===== src/hdl/lrs_pkg.sv =====
// Shared constants and transfer types for the linear interpolation resampler.
package lrs_pkg;

    localparam int OUT_PER_MS_DEF = 2048;
    localparam int RATE_MIN       = 1500;
    localparam int RATE_MAX       = 2500;
    localparam int RATE_RESET     = 2000;

    localparam int SAMPLE_W   = 16;
    localparam int RESULT_W   = 27;
    localparam int CFG_W      = 12;
    localparam int IDX_W      = 2;
    localparam int OP_F_W     = 13;
    localparam int OPQ_DEPTH  = 2;
    localparam int OUTQ_DEPTH = 4;

    localparam logic [IDX_W-1:0] REG_SAMPLES_PER_MS = 2'd0;
    localparam logic [IDX_W-1:0] REG_RUN_ENABLE     = 2'd1;

    typedef struct packed {
        logic signed [SAMPLE_W-1:0] prev_re;
        logic signed [SAMPLE_W-1:0] prev_im;
        logic signed [SAMPLE_W-1:0] cur_re;
        logic signed [SAMPLE_W-1:0] cur_im;
        logic [OP_F_W-1:0]          frac;
        logic                       last;
        logic                       bend;
    } op_t;

    typedef struct packed {
        logic signed [RESULT_W-1:0] re;
        logic signed [RESULT_W-1:0] im;
        logic                       last;
        logic                       bend;
    } res_t;

endpackage


===== src/hdl/linear_interp_resampler_to_2048.sv =====
// Top level of the linear interpolation resampler to OUT_PER_MS samples per ms.
// Path: an input is registered in the front end, then its ops pass the op queue,
// the multiply-stage registers and the result queue before they become visible.
// Throughput: one input per cycle if it yields at most one result and the op queue
// has room; the front end issues one op per cycle while the op queue is not full.
// Reset: asynchronous, for control state only; rate register to 2000, run flag off.
module linear_interp_resampler_to_2048 #(
    parameter int OUT_PER_MS = lrs_pkg::OUT_PER_MS_DEF
) (
    input  logic                                clk,
    input  logic                                rst_n,
    input  logic                                wr_en,
    input  logic [lrs_pkg::IDX_W-1:0]           wr_index,
    input  logic [lrs_pkg::CFG_W-1:0]           wr_data,
    input  logic                                push,
    output logic                                full,
    input  logic signed [lrs_pkg::SAMPLE_W-1:0] in_re,
    input  logic signed [lrs_pkg::SAMPLE_W-1:0] in_im,
    output logic                                empty,
    input  logic                                pop,
    output logic signed [lrs_pkg::RESULT_W-1:0] out_re,
    output logic signed [lrs_pkg::RESULT_W-1:0] out_im,
    output logic                                run_last,
    output logic                                block_end
);

    lrs_pkg::op_t op_wr;
    logic [$bits(lrs_pkg::op_t)-1:0] op_rd;
    logic op_push;
    logic op_full;
    logic op_pop;
    logic op_empty;
    logic [$clog2(lrs_pkg::OPQ_DEPTH+1)-1:0] op_count;

    lrs_front #(
        .OUT_PER_MS (OUT_PER_MS)
    ) u_front (
        .clk      (clk),
        .rst_n    (rst_n),
        .wr_en    (wr_en),
        .wr_index (wr_index),
        .wr_data  (wr_data),
        .push     (push),
        .in_re    (in_re),
        .in_im    (in_im),
        .full     (full),
        .op_push  (op_push),
        .op_data  (op_wr),
        .op_full  (op_full)
    );

    lrs_fifo #(
        .WIDTH ($bits(lrs_pkg::op_t)),
        .DEPTH (lrs_pkg::OPQ_DEPTH)
    ) u_opq (
        .clk   (clk),
        .rst_n (rst_n),
        .push  (op_push),
        .wdata (op_wr),
        .full  (op_full),
        .pop   (op_pop),
        .rdata (op_rd),
        .empty (op_empty),
        .count (op_count)
    );

    lrs_back #(
        .OUT_PER_MS (OUT_PER_MS)
    ) u_back (
        .clk       (clk),
        .rst_n     (rst_n),
        .op_empty  (op_empty | (op_count == '0)),
        .op_data   (lrs_pkg::op_t'(op_rd)),
        .op_pop    (op_pop),
        .empty     (empty),
        .pop       (pop),
        .out_re    (out_re),
        .out_im    (out_im),
        .run_last  (run_last),
        .block_end (block_end)
    );

endmodule


===== src/hdl/lrs_fifo.sv =====
// Small register FIFO with occupancy count.
module lrs_fifo #(
    parameter int WIDTH = 8,
    parameter int DEPTH = 2
) (
    input  logic                         clk,
    input  logic                         rst_n,
    input  logic                         push,
    input  logic [WIDTH-1:0]             wdata,
    output logic                         full,
    input  logic                         pop,
    output logic [WIDTH-1:0]             rdata,
    output logic                         empty,
    output logic [$clog2(DEPTH+1)-1:0]   count
);

    localparam int AW = (DEPTH > 1) ? $clog2(DEPTH) : 1;
    localparam int CW = $clog2(DEPTH+1);

    logic [WIDTH-1:0] mem_reg [DEPTH];
    logic [AW-1:0]    wptr_reg, wptr_next;
    logic [AW-1:0]    rptr_reg, rptr_next;
    logic [CW-1:0]    count_reg, count_next;
    logic             do_push;
    logic             do_pop;

    assign full    = (count_reg == CW'(DEPTH));
    assign empty   = (count_reg == '0);
    assign count   = count_reg;
    assign rdata   = mem_reg[rptr_reg];
    assign do_push = push && !full;
    assign do_pop  = pop && !empty;

    always_comb
    begin
        wptr_next  = wptr_reg;
        rptr_next  = rptr_reg;
        count_next = count_reg;
        if (do_push)
        begin
            wptr_next = (wptr_reg == AW'(DEPTH-1)) ? '0 : wptr_reg + 1'b1;
        end
        if (do_pop)
        begin
            rptr_next = (rptr_reg == AW'(DEPTH-1)) ? '0 : rptr_reg + 1'b1;
        end
        if (do_push && !do_pop)
        begin
            count_next = count_reg + 1'b1;
        end
        else if (do_pop && !do_push)
        begin
            count_next = count_reg - 1'b1;
        end
    end

    always_ff @(posedge clk or negedge rst_n)
    begin
        if (!rst_n)
        begin
            wptr_reg  <= '0;
            rptr_reg  <= '0;
            count_reg <= '0;
        end
        else
        begin
            wptr_reg  <= wptr_next;
            rptr_reg  <= rptr_next;
            count_reg <= count_next;
        end
    end

    always_ff @(posedge clk)
    begin
        if (do_push)
        begin
            mem_reg[wptr_reg] <= wdata;
        end
    end

endmodule


===== src/hdl/lrs_front.sv =====
// Front end: config registers, position tracking and issue of interpolation ops.
module lrs_front #(
    parameter int OUT_PER_MS = lrs_pkg::OUT_PER_MS_DEF
) (
    input  logic                                clk,
    input  logic                                rst_n,
    input  logic                                wr_en,
    input  logic [lrs_pkg::IDX_W-1:0]           wr_index,
    input  logic [lrs_pkg::CFG_W-1:0]           wr_data,
    input  logic                                push,
    input  logic signed [lrs_pkg::SAMPLE_W-1:0] in_re,
    input  logic signed [lrs_pkg::SAMPLE_W-1:0] in_im,
    output logic                                full,
    output logic                                op_push,
    output lrs_pkg::op_t                        op_data,
    input  logic                                op_full
);

    localparam int FW  = $clog2(OUT_PER_MS);
    localparam int OIW = $clog2(OUT_PER_MS+1);
    localparam int CW  = $clog2(2*OUT_PER_MS+1);
    localparam int NW  = lrs_pkg::CFG_W;
    localparam int SW  = lrs_pkg::SAMPLE_W;
    localparam int RATE_HALF = (OUT_PER_MS + 1) / 2;
    localparam int RATE_LO   = (RATE_HALF > lrs_pkg::RATE_MIN) ? RATE_HALF : lrs_pkg::RATE_MIN;
    localparam int RATE_HI   = lrs_pkg::RATE_MAX;
    localparam int RATE_RST  = (lrs_pkg::RATE_RESET < RATE_LO) ? RATE_LO :
                               ((lrs_pkg::RATE_RESET > RATE_HI) ? RATE_HI : lrs_pkg::RATE_RESET);

    logic [NW-1:0]        n_reg, n_next;
    logic                 run_reg, run_next;
    logic signed [SW-1:0] prev_re_reg, prev_re_next;
    logic signed [SW-1:0] prev_im_reg, prev_im_next;
    logic signed [SW-1:0] cur_re_reg, cur_re_next;
    logic signed [SW-1:0] cur_im_reg, cur_im_next;
    logic [NW-1:0]        sidx_reg, sidx_next;
    logic [NW-1:0]        pint_reg, pint_next;
    logic [FW-1:0]        pfrac_reg, pfrac_next;
    logic [OIW-1:0]       oidx_reg, oidx_next;
    logic                 cnt_reg, cnt_next;
    logic                 item_v_reg, item_v_next;

    logic [CW-1:0]  n_cw;
    logic           pass_mode;
    logic [1:0]     n_int;
    logic [FW-1:0]  n_frac;
    logic [FW:0]    frac_sum;
    logic           carry;
    logic [FW-1:0]  pfrac_adv;
    logic [NW-1:0]  pint_adv;
    logic [OIW-1:0] oidx_adv;
    logic [NW-1:0]  sidx_m1;
    logic [NW-1:0]  sidx_inc;
    logic           cond;
    logic           next_ok;
    logic           done;
    logic           fin;
    logic           cfg_hit;
    logic [NW-1:0]  rate_clamped;

    // Split the per-output step into whole samples and fraction of a sample.
    always_comb
    begin
        n_cw = CW'(n_reg);
        if (n_cw >= CW'(2*OUT_PER_MS))
        begin
            n_int  = 2'd2;
            n_frac = FW'(n_cw - CW'(2*OUT_PER_MS));
        end
        else if (n_cw >= CW'(OUT_PER_MS))
        begin
            n_int  = 2'd1;
            n_frac = FW'(n_cw - CW'(OUT_PER_MS));
        end
        else
        begin
            n_int  = 2'd0;
            n_frac = FW'(n_cw);
        end
    end

    assign pass_mode = (n_cw == CW'(OUT_PER_MS));
    assign frac_sum  = {1'b0, pfrac_reg} + {1'b0, n_frac};
    assign carry     = (frac_sum >= (FW+1)'(OUT_PER_MS));
    assign pfrac_adv = carry ? FW'(frac_sum - (FW+1)'(OUT_PER_MS)) : FW'(frac_sum);
    assign pint_adv  = pint_reg + NW'(n_int) + NW'(carry);
    assign oidx_adv  = oidx_reg + 1'b1;
    assign sidx_m1   = sidx_reg - 1'b1;
    assign sidx_inc  = sidx_reg + 1'b1;
    assign cond      = (oidx_reg < OIW'(OUT_PER_MS)) && (pint_reg == sidx_m1);
    assign next_ok   = !cnt_reg && (oidx_adv < OIW'(OUT_PER_MS)) && (pint_adv == sidx_m1);

    assign cfg_hit = wr_en && ((wr_index == lrs_pkg::REG_SAMPLES_PER_MS) ||
                               (wr_index == lrs_pkg::REG_RUN_ENABLE));

    always_comb
    begin
        if (wr_data < NW'(RATE_LO))
        begin
            rate_clamped = NW'(RATE_LO);
        end
        else if (wr_data > NW'(RATE_HI))
        begin
            rate_clamped = NW'(RATE_HI);
        end
        else
        begin
            rate_clamped = wr_data;
        end
    end

    always_comb
    begin
        n_next       = n_reg;
        run_next     = run_reg;
        prev_re_next = prev_re_reg;
        prev_im_next = prev_im_reg;
        cur_re_next  = cur_re_reg;
        cur_im_next  = cur_im_reg;
        sidx_next    = sidx_reg;
        pint_next    = pint_reg;
        pfrac_next   = pfrac_reg;
        oidx_next    = oidx_reg;
        cnt_next     = cnt_reg;
        item_v_next  = item_v_reg;
        done         = 1'b0;
        fin          = 1'b0;
        op_push      = 1'b0;

        op_data.prev_re = prev_re_reg;
        op_data.prev_im = prev_im_reg;
        op_data.cur_re  = cur_re_reg;
        op_data.cur_im  = cur_im_reg;
        op_data.frac    = lrs_pkg::OP_F_W'(pfrac_reg);
        op_data.last    = !next_ok;
        op_data.bend    = (oidx_reg == OIW'(OUT_PER_MS-1));

        if (item_v_reg)
        begin
            if (pass_mode)
            begin
                op_data.prev_re = cur_re_reg;
                op_data.prev_im = cur_im_reg;
                op_data.frac    = '0;
                op_data.last    = 1'b1;
                op_data.bend    = (oidx_reg >= OIW'(OUT_PER_MS-1));
                if (!op_full)
                begin
                    op_push   = 1'b1;
                    done      = 1'b1;
                    oidx_next = op_data.bend ? '0 : oidx_adv;
                end
            end
            else if (sidx_reg == '0)
            begin
                // first sample of a fresh block only primes the history
                prev_re_next = cur_re_reg;
                prev_im_next = cur_im_reg;
                sidx_next    = NW'(1);
                done         = 1'b1;
            end
            else if (!cond)
            begin
                fin  = 1'b1;
                done = 1'b1;
            end
            else if (!op_full)
            begin
                op_push    = 1'b1;
                oidx_next  = oidx_adv;
                pint_next  = pint_adv;
                pfrac_next = pfrac_adv;
                cnt_next   = 1'b1;
                if (!next_ok)
                begin
                    fin  = 1'b1;
                    done = 1'b1;
                end
            end
        end

        if (fin)
        begin
            prev_re_next = cur_re_reg;
            prev_im_next = cur_im_reg;
            cnt_next     = 1'b0;
            if (sidx_inc > n_reg)
            begin
                // block complete: last sample carries over as sample 0
                sidx_next  = NW'(1);
                pint_next  = '0;
                pfrac_next = '0;
                oidx_next  = '0;
            end
            else
            begin
                sidx_next = sidx_inc;
            end
        end

        if (done)
        begin
            item_v_next = 1'b0;
        end

        if (push && !full && run_reg)
        begin
            item_v_next = 1'b1;
            cur_re_next = in_re;
            cur_im_next = in_im;
        end

        if (cfg_hit)
        begin
            if (wr_index == lrs_pkg::REG_SAMPLES_PER_MS)
            begin
                n_next = rate_clamped;
            end
            else
            begin
                run_next = wr_data[0];
            end
            prev_re_next = '0;
            prev_im_next = '0;
            sidx_next    = '0;
            pint_next    = '0;
            pfrac_next   = '0;
            oidx_next    = '0;
            cnt_next     = 1'b0;
            item_v_next  = 1'b0;
        end
    end

    assign full = item_v_reg && !done;

    always_ff @(posedge clk or negedge rst_n)
    begin
        if (!rst_n)
        begin
            n_reg       <= NW'(RATE_RST);
            run_reg     <= 1'b0;
            prev_re_reg <= '0;
            prev_im_reg <= '0;
            sidx_reg    <= '0;
            pint_reg    <= '0;
            pfrac_reg   <= '0;
            oidx_reg    <= '0;
            cnt_reg     <= 1'b0;
            item_v_reg  <= 1'b0;
        end
        else
        begin
            n_reg       <= n_next;
            run_reg     <= run_next;
            prev_re_reg <= prev_re_next;
            prev_im_reg <= prev_im_next;
            sidx_reg    <= sidx_next;
            pint_reg    <= pint_next;
            pfrac_reg   <= pfrac_next;
            oidx_reg    <= oidx_next;
            cnt_reg     <= cnt_next;
            item_v_reg  <= item_v_next;
        end
    end

    always_ff @(posedge clk)
    begin
        cur_re_reg <= cur_re_next;
        cur_im_reg <= cur_im_next;
    end

endmodule


===== src/hdl/lrs_back.sv =====
// Back end: weighted sum of neighbor samples and result queue.
module lrs_back #(
    parameter int OUT_PER_MS = lrs_pkg::OUT_PER_MS_DEF
) (
    input  logic                                clk,
    input  logic                                rst_n,
    input  logic                                op_empty,
    input  lrs_pkg::op_t                        op_data,
    output logic                                op_pop,
    output logic                                empty,
    input  logic                                pop,
    output logic signed [lrs_pkg::RESULT_W-1:0] out_re,
    output logic signed [lrs_pkg::RESULT_W-1:0] out_im,
    output logic                                run_last,
    output logic                                block_end
);

    localparam int WW  = $clog2(OUT_PER_MS+1);
    localparam int PW  = lrs_pkg::SAMPLE_W + WW + 1;
    localparam int QCW = $clog2(lrs_pkg::OUTQ_DEPTH+1);
    localparam int RW  = lrs_pkg::RESULT_W;

    logic [WW-1:0]        f_u;
    logic [WW-1:0]        w_u;
    logic signed [WW:0]   f_s;
    logic signed [WW:0]   w_s;
    logic signed [PW-1:0] pa_re, pb_re, pa_im, pb_im;
    logic signed [PW-1:0] pa_re_reg, pb_re_reg, pa_im_reg, pb_im_reg;
    logic                 last_reg, bend_reg;
    logic                 v1_reg;
    logic signed [PW:0]   sum_re, sum_im;
    logic [QCW-1:0]       oq_count;
    logic [QCW:0]         occ;
    logic                 oq_full;
    lrs_pkg::res_t        res_in, res_out;
    logic [$bits(lrs_pkg::res_t)-1:0] res_rd;

    // reserve a queue slot for the op in the multiply stage
    assign occ    = (QCW+1)'(oq_count) + (QCW+1)'(v1_reg);
    assign op_pop = !op_empty && !oq_full && (occ < (QCW+1)'(lrs_pkg::OUTQ_DEPTH));

    assign f_u   = WW'(op_data.frac);
    assign w_u   = WW'(OUT_PER_MS) - f_u;
    assign f_s   = $signed({1'b0, f_u});
    assign w_s   = $signed({1'b0, w_u});
    assign pa_re = PW'(op_data.prev_re) * PW'(w_s);
    assign pb_re = PW'(op_data.cur_re) * PW'(f_s);
    assign pa_im = PW'(op_data.prev_im) * PW'(w_s);
    assign pb_im = PW'(op_data.cur_im) * PW'(f_s);

    always_ff @(posedge clk or negedge rst_n)
    begin
        if (!rst_n)
        begin
            v1_reg <= 1'b0;
        end
        else
        begin
            v1_reg <= op_pop;
        end
    end

    always_ff @(posedge clk)
    begin
        if (op_pop)
        begin
            pa_re_reg <= pa_re;
            pb_re_reg <= pb_re;
            pa_im_reg <= pa_im;
            pb_im_reg <= pb_im;
            last_reg  <= op_data.last;
            bend_reg  <= op_data.bend;
        end
    end

    assign sum_re = (PW+1)'(pa_re_reg) + (PW+1)'(pb_re_reg);
    assign sum_im = (PW+1)'(pa_im_reg) + (PW+1)'(pb_im_reg);

    always_comb
    begin
        res_in.re   = sum_re[RW-1:0];
        res_in.im   = sum_im[RW-1:0];
        res_in.last = last_reg;
        res_in.bend = bend_reg;
    end

    lrs_fifo #(
        .WIDTH ($bits(lrs_pkg::res_t)),
        .DEPTH (lrs_pkg::OUTQ_DEPTH)
    ) u_outq (
        .clk   (clk),
        .rst_n (rst_n),
        .push  (v1_reg),
        .wdata (res_in),
        .full  (oq_full),
        .pop   (pop),
        .rdata (res_rd),
        .empty (empty),
        .count (oq_count)
    );

    assign res_out   = lrs_pkg::res_t'(res_rd);
    assign out_re    = res_out.re;
    assign out_im    = res_out.im;
    assign block_end = res_out.bend;
    assign run_last  = res_out.last;

endmodule


===== config.mk =====
export PLATFORM = sky130hd
export DESIGN_NAME = linear_interp_resampler_to_2048
export DESIGN_NICKNAME = d
export VERILOG_FILES = /design/src/hdl/lrs_pkg.sv /design/src/hdl/linear_interp_resampler_to_2048.sv /design/src/hdl/lrs_fifo.sv /design/src/hdl/lrs_front.sv /design/src/hdl/lrs_back.sv
export SDC_FILE = /design/constraint.sdc
export NUM_CORES = 2
export LEC_CHECK = 0
export ABC_AREA = 1
export BUFFER_PORTS_ARGS = -buffer_cell sky130_fd_sc_hd__buf_2
export CORE_ASPECT_RATIO = 1.25
export CORE_UTILIZATION = 55
export CTS_BUF_LIST = sky130_fd_sc_hd__clkbuf_2 sky130_fd_sc_hd__clkbuf_4 sky130_fd_sc_hd__clkbuf_8
export DETAILED_ROUTE_END_ITERATION = 8
export GPL_TIMING_DRIVEN = 0
export PLACE_DENSITY = 0.74
export SYNTH_ARGS = -nofsm -noshare
export SYNTH_HDL_FRONTEND = slang
export SYNTH_SLANG_ARGS = --single-unit

===== constraint.sdc =====
create_clock -name clk -period 9.38 [get_ports clk]
set_clock_uncertainty 0.15 [all_clocks]
set_input_delay 0.938 -clock clk [delete_from_list [all_inputs] [get_ports clk]]
set_output_delay 0.938 -clock clk [all_outputs]
set_load 0.005 [all_outputs]

==> metrics <==
CTS H-Tree Depth 3; CP required 9.69 ns; RSZ-0062 raised after global routing no; CP Capture Type flop; DR iter-0 viols 2934; CTS tree done; Post-Synth Adder-Cell Area 0.318; #FFs+latches synth around 630; # rows about 130; CTS clk-pin slew, worst paths 0.06 ns; max-cap viol count 0; initial antenna violation count 3; Worst Tran Pin Value roughly 1.4 ns; post-synth cell types 58; mux cell area share after synthesis 0.000551; post-synthesis compound-gate area fraction 0.0699; Worst Setup Start Kind flop; period utilization 0.960; Synth Net Count 6856; Fin Setup TNS 0 ns; Peak Freq 0.111 GHz; worst skew pair latency 0.75 ns; share of layout cells above drive strength 1 0.0716; CP arrival 9.32 ns; Rel. slew slack 0.0298; pin count of the biggest net entering global routing 67; Synth Area in Simple Gates 0.150; most frequent cells in the layout 1118 x inv_1, 959 x nand2_1, 690 x nor2_1, 656 x fa_1, 520 x edfxtp_1; final WL about 150000 um; antenna-violating nets left 0; hold buffers post-CTS 0; Routed WL per cell 19.6 um; hold violation count in the final report 0; Initial Util 0.557; XOR/XNOR Fraction of Synth Area 0.0341; postcts setup bufs 0; via count 40843; crit path kind flop to flop; die width 284 um; Largest register FFs roughly 220; HPWL after detailed placement 119000 um; Cells after Synth just under 6000; R2R setup slack between 0.3 and 0.4 ns; Post-synth EDFFs 520; Final Non-Filler Cells 7431; Final Max Slew Viols 0; Seq/Total Area, Yosys 0.335; CP Max Fanout 10; Placer Congestion slightly below 1; Max clock buf depth 3; Inst Count DP just over 7000; Post-synth ARST share 0.169; number of I/O pins 109; GR Util All Layers 0.293; R2R cell count 30; DR vias/cell 5.50; Die Span Y approximately 350 um; final setup vio count 0; Tmin final 9.00 ns; die footprint 100000 um2; Core Box Area 97900 um2; CP max-delay cell clkbuf_1; total CTS buffers just under 100; Avg Inst Size Synth 9.37 um2; DR pass1 iterations 6; Synth Cell Area 54500 um2; P&R area growth vs syn 9.13%; delay of the slowest cell on the worst path 0.70 ns; clk sink count ~630; ys flop type edfxtp_1; first-pass GRT wire length 226000 um; # fillers 8191; DRC 0; Hold Path Class primary input to asynchronous set/reset pin; Clock Tree Root clkbuf_8; dpl ws 0.272 ns; Syn. warnings 0; global route overflow 0; port bufs 108; commonest non-fill, non-tap cell in the layout inv_1; PnR worst setup slack 0.379 ns; number of global-route vias before repair 41795; final-stage net count between 7000 and 8000; largest family of logic cells by synthesized area adder cells; status completed
[Yosys cell counts, drive strengths merged, types with 2 or more instances]
master / count / area [um2]
inv: 1128 / 4230
fa: 657 / 13200
o21a: 8 / 60.1
o211ai: 6 / 45.0
or2: 49 / 307
nand3b: 6 / 45.0
o22ai: 61 / 382
o2111ai: 2 / 17.5
nor4: 9 / 56.3
clkbuf: 126 / 473
a21boi: 6 / 45.0
edfxtp: 520 / 15600
o31ai: 6 / 45.0
a221oi: 4 / 35.0
dfrtp: 100 / 2500
nor3: 31 / 160
xnor2: 68 / 596
a2111oi: 2 / 17.5
buf: 48 / 295
xor2: 144 / 1260
a21o: 11 / 82.6
dfstp: 6 / 158
o21ai: 338 / 1700
o221ai: 5 / 43.8
o21bai: 19 / 143
ha: 334 / 4180
o211a: 2 / 20.0
a211oi: 2 / 15.0
nand2: 967 / 3670
nand4: 93 / 588
mux2i: 3 / 30.0
clkinv: 5 / 18.8
a21oi: 205 / 1030
nand3: 110 / 581
a31oi: 11 / 68.8
nor2: 712 / 2750
a22oi: 5 / 37.5
[what timing repair did]
action                                  4_1_cts  5_1_grt
resized for setup                             0        2
hold endpoints to repair                      0        0
endpoints found under the setup margin        0        5
[through the flow]
step | area, um2 | hold WS, ns | utilization
2_1_floorplan | 54500 | 0.295 | -
3_3_place_gp | 56700 | 0.304 | 0.579
3_5_place_dp | 57200 | 0.317 | 0.584
4_1_cts | 59500 | 0.00357 | 0.608
5_1_grt | 59500 | 0.0621 | 0.608
6_report | 59500 | 0.0224 | 0.608
[kinds of logic (layout without fill, tap and decap cells)]
group | after synthesis | after routing
mux | 3 | 3
fa+ha+maj | 991 | 991
flops | 626 | 626
buf+inv | 1307 | 1623
other cells | 0 | 1
compound gates | 696 | 696
simple gates | 1979 | 1979
xor+xnor | 212 | 212
[critical path, delay by kind of cell (launching register included)]
family / cells / cell delay (ns)
simple gates: 8 / 1.39
fa+ha+maj: 7 / 3.19
compound gates: 5 / 1.17
buf+inv: 9 / 2.25
flops: 1 / 0.38
xor+xnor: 1 / 0.15
[routing by layer]
layer  GRT usage  share of wire
met1       0.334           0.36
met2       0.519           0.50
met3      0.0376          0.064
met4       0.191          0.072
met5           0        0.00020
[final timing paths]
check                                            from                    end
worst max register to register         u_opq.rptr_reg   u_back.pa_re_reg[23]
worst max-delay path                   u_opq.rptr_reg   u_back.pa_re_reg[23]
min in group clk                             in_im[7]  u_front.cur_im_reg[7]
max in group asynchronous                       rst_n          u_back.v1_reg
worst min register to register  u_front.cur_im_reg[6]   u_opq.mem_reg[1][21]
worst min-delay path                            rst_n    u_front.pint_reg[6]
[area by class of cell]
class / count / area (um2) / share of cell area
antenna: 1 / 2.50 / 0.0000421
buffer: 174 / 768 / 0.0129
clock buffer: 130 / 1620 / 0.0272
clock inverter: 55 / 642 / 0.0108
inverter: 1133 / 4260 / 0.0716
multi-input combinational: 3881 / 31300 / 0.526
sequential: 626 / 18300 / 0.307
tap: 1300 / 1630 / 0.0274
timing repair buffer: 131 / 1020 / 0.0172
Power is left out: the tool's default activity adds up to more than one toggle a clock period on the data nets, which glitch-free logic cannot reach.
